File: src/design/lpcsf_pkg.sv
// Shared widths, types and register indexes of the LPC synthesis filter.
`default_nettype none
package lpcsf_pkg;

    localparam int MAX_ORDER  = 16;
    localparam int SAMPLE_W   = 16;
    localparam int COEF_W     = 16;
    localparam int GAIN_W     = 16;
    localparam int ORDER_W    = 5;
    localparam int CFG_IDX_W  = 3;
    localparam int CFG_DATA_W = 64;
    localparam int MUL_W      = 17;
    localparam int PROD_W     = 2 * MUL_W;
    localparam int ACC_W      = 38;
    localparam int HIST_IDX_W = $clog2(MAX_ORDER);

    typedef logic signed [SAMPLE_W-1:0]   sample_t;
    typedef logic signed [COEF_W-1:0]     coef_t;
    typedef logic        [GAIN_W-1:0]     gain_t;
    typedef logic        [ORDER_W-1:0]    order_t;
    typedef logic        [CFG_IDX_W-1:0]  cfg_idx_t;
    typedef logic        [CFG_DATA_W-1:0] cfg_data_t;

    localparam cfg_idx_t REG_FILTER_ORDER   = 3'd0;
    localparam cfg_idx_t REG_GAIN           = 3'd1;
    localparam cfg_idx_t REG_COEFS_0_TO_3   = 3'd2;
    localparam cfg_idx_t REG_COEFS_4_TO_7   = 3'd3;
    localparam cfg_idx_t REG_COEFS_8_TO_11  = 3'd4;
    localparam cfg_idx_t REG_COEFS_12_TO_15 = 3'd5;

    localparam gain_t GAIN_RESET = 16'd4096;

endpackage
`default_nettype wire

File: src/design/lpcsf_if.sv
// Handshake channels of the LPC synthesis filter: excitation, synthesis and config.
`default_nettype none
interface lpcsf_excite_if;
    logic                    valid;
    logic                    ready;
    lpcsf_pkg::sample_t      residual_sample;
    logic                    start_of_block;
    modport source (output valid, output residual_sample, output start_of_block, input ready);
    modport sink   (input valid, input residual_sample, input start_of_block, output ready);
endinterface

interface lpcsf_synth_if;
    logic                    valid;
    logic                    ready;
    lpcsf_pkg::sample_t      output_sample;
    logic                    saturated;
    modport source (output valid, output output_sample, output saturated, input ready);
    modport sink   (input valid, input output_sample, input saturated, output ready);
endinterface

interface lpcsf_cfg_if;
    logic                    valid;
    logic                    ready;
    lpcsf_pkg::cfg_idx_t     index;
    lpcsf_pkg::cfg_data_t    data;
    modport source (output valid, output index, output data, input ready);
    modport sink   (input valid, input index, input data, output ready);
endinterface
`default_nettype wire

File: src/design/lpc_synthesis_filter.sv
// All-pole LPC synthesis filter with one shared multiply-accumulate unit.
//
//  channel   role   payload                              beat
//  excite    sink   residual_sample, start_of_block      one sample in
//  synth     source output_sample, saturated             one sample out
//  cfg       sink   index, data                          one register write
//
// A sample is taken in the idle state, where e*gain is formed on the shared 17x17
// multiplier; each MAC step then subtracts one coefficient product, and the round step
// rounds, saturates and updates the history. At order zero the MAC steps are skipped.
// Reset clears history, coefficients, order and sets gain to 1.0; cfg is always ready.
// A result waiting on synth stalls only the round step; excite is ready while idle.
`default_nettype none
module lpc_synthesis_filter (
    input  wire logic         clk,
    input  wire logic         rst_n,
    lpcsf_excite_if.sink      excite,
    lpcsf_synth_if.source     synth,
    lpcsf_cfg_if.sink         cfg
);

    localparam logic [1:0] ST_IDLE  = 2'd0;
    localparam logic [1:0] ST_MAC   = 2'd1;
    localparam logic [1:0] ST_ROUND = 2'd2;

    logic [1:0]                        state_reg, state_next;
    lpcsf_pkg::order_t                 order_reg, order_next;
    lpcsf_pkg::gain_t                  gain_reg, gain_next;
    lpcsf_pkg::coef_t                  coef_reg [lpcsf_pkg::MAX_ORDER];
    lpcsf_pkg::coef_t                  coef_next [lpcsf_pkg::MAX_ORDER];
    lpcsf_pkg::sample_t                hist_reg [lpcsf_pkg::MAX_ORDER];
    lpcsf_pkg::sample_t                hist_next [lpcsf_pkg::MAX_ORDER];
    logic signed [lpcsf_pkg::ACC_W-1:0] acc_reg, acc_next;
    lpcsf_pkg::order_t                 cnt_reg, cnt_next;
    logic                              out_valid_reg, out_valid_next;
    lpcsf_pkg::sample_t                out_sample_reg, out_sample_next;
    logic                              out_sat_reg, out_sat_next;

    lpcsf_pkg::order_t                   order_eff;
    logic signed [lpcsf_pkg::MUL_W-1:0]  op_a, op_b;
    logic signed [lpcsf_pkg::PROD_W-1:0] prod;
    logic signed [lpcsf_pkg::ACC_W-1:0]  prod_ext;
    logic signed [lpcsf_pkg::ACC_W-1:0]  rnd_sum;
    logic signed [lpcsf_pkg::ACC_W-13:0] rnd_q;
    logic                                sat_hi, sat_lo;
    logic [lpcsf_pkg::HIST_IDX_W-1:0]    tap;
    logic [1:0]                          slot;
    logic                                excite_beat, out_load;

    assign order_eff = (order_reg > lpcsf_pkg::ORDER_W'(lpcsf_pkg::MAX_ORDER))
                       ? lpcsf_pkg::ORDER_W'(lpcsf_pkg::MAX_ORDER) : order_reg;
    assign tap       = cnt_reg[lpcsf_pkg::HIST_IDX_W-1:0];

    assign excite.ready = (state_reg == ST_IDLE);
    assign excite_beat  = excite.valid && excite.ready;
    assign cfg.ready    = 1'b1;

    assign synth.valid         = out_valid_reg;
    assign synth.output_sample = out_sample_reg;
    assign synth.saturated     = out_sat_reg;

    always_comb
    begin
        if (state_reg == ST_IDLE)
        begin
            op_a = {excite.residual_sample[lpcsf_pkg::SAMPLE_W-1], excite.residual_sample};
            op_b = {1'b0, gain_reg};
        end
        else
        begin
            op_a = {coef_reg[tap][lpcsf_pkg::COEF_W-1], coef_reg[tap]};
            op_b = {hist_reg[tap][lpcsf_pkg::SAMPLE_W-1], hist_reg[tap]};
        end
    end

    assign prod     = op_a * op_b;
    assign prod_ext = {{(lpcsf_pkg::ACC_W - lpcsf_pkg::PROD_W){prod[lpcsf_pkg::PROD_W-1]}},
                       prod};

    assign rnd_sum = acc_reg + lpcsf_pkg::ACC_W'(2048);
    assign rnd_q   = rnd_sum[lpcsf_pkg::ACC_W-1:12];
    assign sat_hi  = rnd_q > 26'sd32767;
    assign sat_lo  = rnd_q < -26'sd32768;
    assign out_load = (state_reg == ST_ROUND) && (!out_valid_reg || synth.ready);

    assign slot = 2'(cfg.index - lpcsf_pkg::REG_COEFS_0_TO_3);

    always_comb
    begin
        state_next      = state_reg;
        order_next      = order_reg;
        gain_next       = gain_reg;
        coef_next       = coef_reg;
        hist_next       = hist_reg;
        acc_next        = acc_reg;
        cnt_next        = cnt_reg;
        out_valid_next  = out_valid_reg && !synth.ready;
        out_sample_next = out_sample_reg;
        out_sat_next    = out_sat_reg;

        if (cfg.valid)
        begin
            case (cfg.index)
                lpcsf_pkg::REG_FILTER_ORDER:
                    order_next = cfg.data[lpcsf_pkg::ORDER_W-1:0];
                lpcsf_pkg::REG_GAIN:
                    gain_next = cfg.data[lpcsf_pkg::GAIN_W-1:0];
                lpcsf_pkg::REG_COEFS_0_TO_3, lpcsf_pkg::REG_COEFS_4_TO_7,
                lpcsf_pkg::REG_COEFS_8_TO_11, lpcsf_pkg::REG_COEFS_12_TO_15:
                begin
                    for (int k = 0; k < 4; k++)
                    begin
                        coef_next[{slot, 2'(k)}] = cfg.data[k*lpcsf_pkg::COEF_W +:
                                                            lpcsf_pkg::COEF_W];
                    end
                end
                default:
                begin
                end
            endcase
        end

        case (state_reg)
            ST_IDLE:
            begin
                if (excite_beat)
                begin
                    if (excite.start_of_block)
                    begin
                        for (int i = 0; i < lpcsf_pkg::MAX_ORDER; i++)
                        begin
                            hist_next[i] = '0;
                        end
                    end
                    acc_next   = prod_ext;
                    cnt_next   = '0;
                    state_next = (order_eff == '0) ? ST_ROUND : ST_MAC;
                end
            end
            ST_MAC:
            begin
                acc_next = acc_reg - prod_ext;
                cnt_next = cnt_reg + 1'b1;
                if (cnt_next == order_eff)
                begin
                    state_next = ST_ROUND;
                end
            end
            ST_ROUND:
            begin
                if (out_load)
                begin
                    if (sat_hi)
                    begin
                        out_sample_next = 16'sh7FFF;
                    end
                    else if (sat_lo)
                    begin
                        out_sample_next = -16'sh8000;
                    end
                    else
                    begin
                        out_sample_next = rnd_q[lpcsf_pkg::SAMPLE_W-1:0];
                    end
                    out_sat_next   = sat_hi || sat_lo;
                    out_valid_next = 1'b1;
                    for (int i = lpcsf_pkg::MAX_ORDER - 1; i > 0; i--)
                    begin
                        hist_next[i] = hist_reg[i-1];
                    end
                    hist_next[0] = out_sample_next;
                    state_next   = ST_IDLE;
                end
            end
            default:
                state_next = ST_IDLE;
        endcase
    end

    always_ff @(posedge clk or negedge rst_n)
    begin
        if (!rst_n)
        begin
            state_reg     <= ST_IDLE;
            order_reg     <= '0;
            gain_reg      <= lpcsf_pkg::GAIN_RESET;
            out_valid_reg <= 1'b0;
            cnt_reg       <= '0;
            for (int i = 0; i < lpcsf_pkg::MAX_ORDER; i++)
            begin
                coef_reg[i] <= '0;
                hist_reg[i] <= '0;
            end
        end
        else
        begin
            state_reg     <= state_next;
            order_reg     <= order_next;
            gain_reg      <= gain_next;
            out_valid_reg <= out_valid_next;
            cnt_reg       <= cnt_next;
            coef_reg      <= coef_next;
            hist_reg      <= hist_next;
        end
    end

    always_ff @(posedge clk)
    begin
        acc_reg        <= acc_next;
        out_sample_reg <= out_sample_next;
        out_sat_reg    <= out_sat_next;
    end

endmodule
`default_nettype wire

File: src/flat_wrapper.sv
// flat-port wrapper written by rule: the top's interface ports become plain ports
module lpc_synthesis_filter_flat 
  (clk, rst_n, excite_valid, excite_residual_sample, excite_start_of_block, excite_ready, synth_valid, synth_output_sample, synth_saturated, synth_ready, cfg_valid, cfg_index, cfg_data, cfg_ready);
  lpcsf_excite_if excite_i ();
  lpcsf_synth_if synth_i ();
  lpcsf_cfg_if cfg_i ();
  input  wire logic clk;
  input  wire logic rst_n;
  input wire logic [$bits(excite_i.valid)-1:0] excite_valid;
  input wire logic [$bits(excite_i.residual_sample)-1:0] excite_residual_sample;
  input wire logic [$bits(excite_i.start_of_block)-1:0] excite_start_of_block;
  output wire logic [$bits(excite_i.ready)-1:0] excite_ready;
  output wire logic [$bits(synth_i.valid)-1:0] synth_valid;
  output wire logic [$bits(synth_i.output_sample)-1:0] synth_output_sample;
  output wire logic [$bits(synth_i.saturated)-1:0] synth_saturated;
  input wire logic [$bits(synth_i.ready)-1:0] synth_ready;
  input wire logic [$bits(cfg_i.valid)-1:0] cfg_valid;
  input wire logic [$bits(cfg_i.index)-1:0] cfg_index;
  input wire logic [$bits(cfg_i.data)-1:0] cfg_data;
  output wire logic [$bits(cfg_i.ready)-1:0] cfg_ready;
  assign excite_i.valid = excite_valid;
  assign excite_i.residual_sample = excite_residual_sample;
  assign excite_i.start_of_block = excite_start_of_block;
  assign excite_ready = excite_i.ready;
  assign synth_valid = synth_i.valid;
  assign synth_output_sample = synth_i.output_sample;
  assign synth_saturated = synth_i.saturated;
  assign synth_i.ready = synth_ready;
  assign cfg_i.valid = cfg_valid;
  assign cfg_i.index = cfg_index;
  assign cfg_i.data = cfg_data;
  assign cfg_ready = cfg_i.ready;
  lpc_synthesis_filter u_core (.clk(clk), .rst_n(rst_n), .excite(excite_i), .synth(synth_i), .cfg(cfg_i));
endmodule
File: config.mk
export PLATFORM = sky130hd
export DESIGN_NAME = lpc_synthesis_filter_flat
export DESIGN_NICKNAME = d
export VERILOG_FILES = /design/src/design/lpcsf_pkg.sv /design/src/design/lpcsf_if.sv /design/src/design/lpc_synthesis_filter.sv /design/src/flat_wrapper.sv
export SDC_FILE = /design/constraint.sdc
export NUM_CORES = 2
export LEC_CHECK = 0
export BUFFER_PORTS_ARGS = -buffer_cell sky130_fd_sc_hd__buf_2
export CORE_MARGIN = 4
export CORE_UTILIZATION = 41
export DETAILED_ROUTE_END_ITERATION = 10
export GPL_TIMING_DRIVEN = 0
export SLEW_MARGIN = 5
export SYNTH_ARGS = -nofsm -noshare
export SYNTH_HDL_FRONTEND = slang
export SYNTH_SLANG_ARGS = --single-unit
File: constraint.sdc
create_clock -name clk -period 13.85 [get_ports clk]
set_input_delay 0.6925 -clock clk [delete_from_list [all_inputs] [get_ports clk]]
set_output_delay 0.6925 -clock clk [all_outputs]
set_load 0.02 [all_outputs]
==> results.txt <==
Layout area overhead - 12.06%
critical path's largest stage delay - 0.79 ns
Setup-failing EPs final - 0
Async SR Flop Fraction - 90.77%
Critical Path Most Common Cell - fa_1
Seq. cell area - 15190 um^2
yosys warns - 0
Chip Height - 315.7 um
I/O Buffers - 107
initial core utilization - 41.46%
Syn Std Cell Area - 38810 um^2
synth top area cells - dfrtp_1 35%, fa_1 15%, mux4_2 9.3%
largest net degree at the start of global routing - 112
GR Overflow Total - 0
final worst-path cycle share - 94.95%
RSZ-0062 raised after global routing - false
Antenna Nets Post-Route - 0
worst hold path type - input port to flop
Setup WS pre-CTS - -0.1608 ns
vias per inst - 5.708
Post-Route WL - 113500 um
reg2reg setup slack - 0.70 ns
multi-input logic area - 21680 um^2
TritonCTS Sinks - 596
Avg Inst Size Synth - 12.24 um^2
die width - 315.7 um
synth cell count leaders - 540 x dfrtp_1, 343 x inv_1, 289 x mux2_2, 288 x fa_1, 258 x a22o_1
Final HPWL DP - 85120 um
Mapped Cells - 3170
Fin. Hold Viols - 0
Top Ports - 109
Clock Latency Late Sink - 0.62 ns
CTS tree - yes
area share of the largest cell type after synthesis - 34.82%
fin worst setup slack - 0.6997 ns
fin cells - 4667
gr usage total - 23.08%
#FFs+latches synth - 596
Crit. End Element - flop
Synth Flop Type - dfrtp_1
first-pass GRT wire length - 173400 um
clk_skew - 0.03055 ns
H-tree depth - 3
Clock transition at path regs - 0.06 ns
type of origin of the critical path - flop
fill count - 8636
Clock Path Buffers - 3
vias in the first global route - 27250
sequential area share after synthesis - 39.14%
Max Cap Viol - 0
initial antenna violation count - 6
WP data arrival - 13.51 ns
Vias - 26640
post-CTS setup buffer count - 0
die area - 99640 um^2
Final Slew Violations - 0
Final nets - 3844
Post-synth EDFFs - 55
routability congestion estimate - 0.9086
drt pass-1 iters - 7
Worst Path Required - 14.21 ns
worst slew pin tran - 1.225 ns
Root Driver - clkbuf_16
Period minus WS final - 13.15 ns
# DRC - 0
mean routed wirelength per cell - 24.33 um
TritonCTS Buffers - 68
placed cell count - 4539
number of DRC markers in iteration 0 - 2223
Crit Path Class - flop to flop
Slew HR - 15.96%
Critical Path Slowest Stage Cell - buf_1
status - finished, final reports clean
syn nets - 3658
share of layout cells above drive strength 1 - 21.72%
row count - 112
crit path max fanout - 10
Netlist cell types - 87
FMAX - 76.04 MHz
count leader, synth - dfrtp_1
setup_tns - 0 ns
Synth area leader - dfrtp_1
Core Region - 93610 um^2
critical path, delay by kind of cell (launching register included):
family	cells	cell delay, ns
muxes	3	1.58
xor gates and xnor gates	1	0.35
and+or+nand+nor	9	1.97
DFF	1	0.42
AOI/OAI and AO/OA	8	2.10
buffers and inverters	8	2.30
adders and majority gates	9	4.18
cells in the final DEF, fill, tap and decap left out, drive strengths merged, types with 65 or more instances in the layout:
cell,count
buf,142
clkbuf,256
ha,111
inv,346
nand2,156
mux2,289
mux4,160
o21ai,83
a22o,258
nor2,220
a21oi,65
fa,288
dfrtp,540
what timing repair did:
item                                   4_1_cts  5_1_grt
gates cloned                                 0        0
hold buffers                                 1        0
endpoints found under the hold margin       46        0
setup endpoints to repair                    4        9
gates resized for setup                      6       42
layout make-up:
class / count / share of cell area [%]
flip-flops and latches: 596 / 34.93
well taps: 1254 / 3.608
clock inverters: 30 / 0.6646
plain buffers: 188 / 1.743
multi-input cells: 2043 / 49.86
inverters: 343 / 2.960
diodes: 2 / 0.01151
clock buffers: 95 / 4.523
repair buffers: 116 / 1.700
per-layer routing:
layer	up-vias	share of wire, %	GRT usage (%)
met3	141	6.7	3.618
met5	-	0.030	0
met2	899	47	37.05
met1	14050	44	33.15
met4	4	2.3	5.760
li1	11540	-	-
metrics by stage:
stage | area, um^2 | util, % | hold slack [ns]
final | 43490 | 46.46 | 0.3491
after global routing | 43480 | 46.45 | 0.3404
after CTS | 43410 | 46.37 | 0.3264
after detailed placement | 41120 | 43.93 | 0.4779
after global placement | 40910 | 43.71 | 0.4800
after floorplan | 38810 | - | 0.3969
final timing paths:
path,depth (start not counted),end,start
setup / recovery,38,u_core.acc_reg[35],u_core.cnt_reg[1]
hold / removal,2,u_core.coef_reg[70],cfg_data[54]
setup reg to reg,38,u_core.acc_reg[35],u_core.cnt_reg[1]
hold reg to reg,1,u_core.hist_reg[9],u_core.hist_reg[9]
max in group asynchronous,5,u_core.hist_reg[174],rst_n
min in group asynchronous,2,u_core.coef_reg[247],rst_n
kinds of logic (layout without fill, tap and decap cells):
| family | Yosys count | in the layout | share of synthesized area (%) |
|---|---|---|---|
| muxes | 477 | 477 | 18.39 |
| and+or+nand+nor | 539 | 539 | 6.251 |
| buffers and inverters | 531 | 772 | 5.184 |
| DFF | 596 | 596 | 39.14 |
| AOI/OAI and AO/OA | 532 | 532 | 10.42 |
| other | 1 | 3 | 0.009663 |
| adders and majority gates | 404 | 404 | 18.57 |
| xor gates and xnor gates | 90 | 90 | 2.031 |
Power is not shown: default switching activity piles up to over one toggle a cycle in this logic, so the estimate is an artifact.
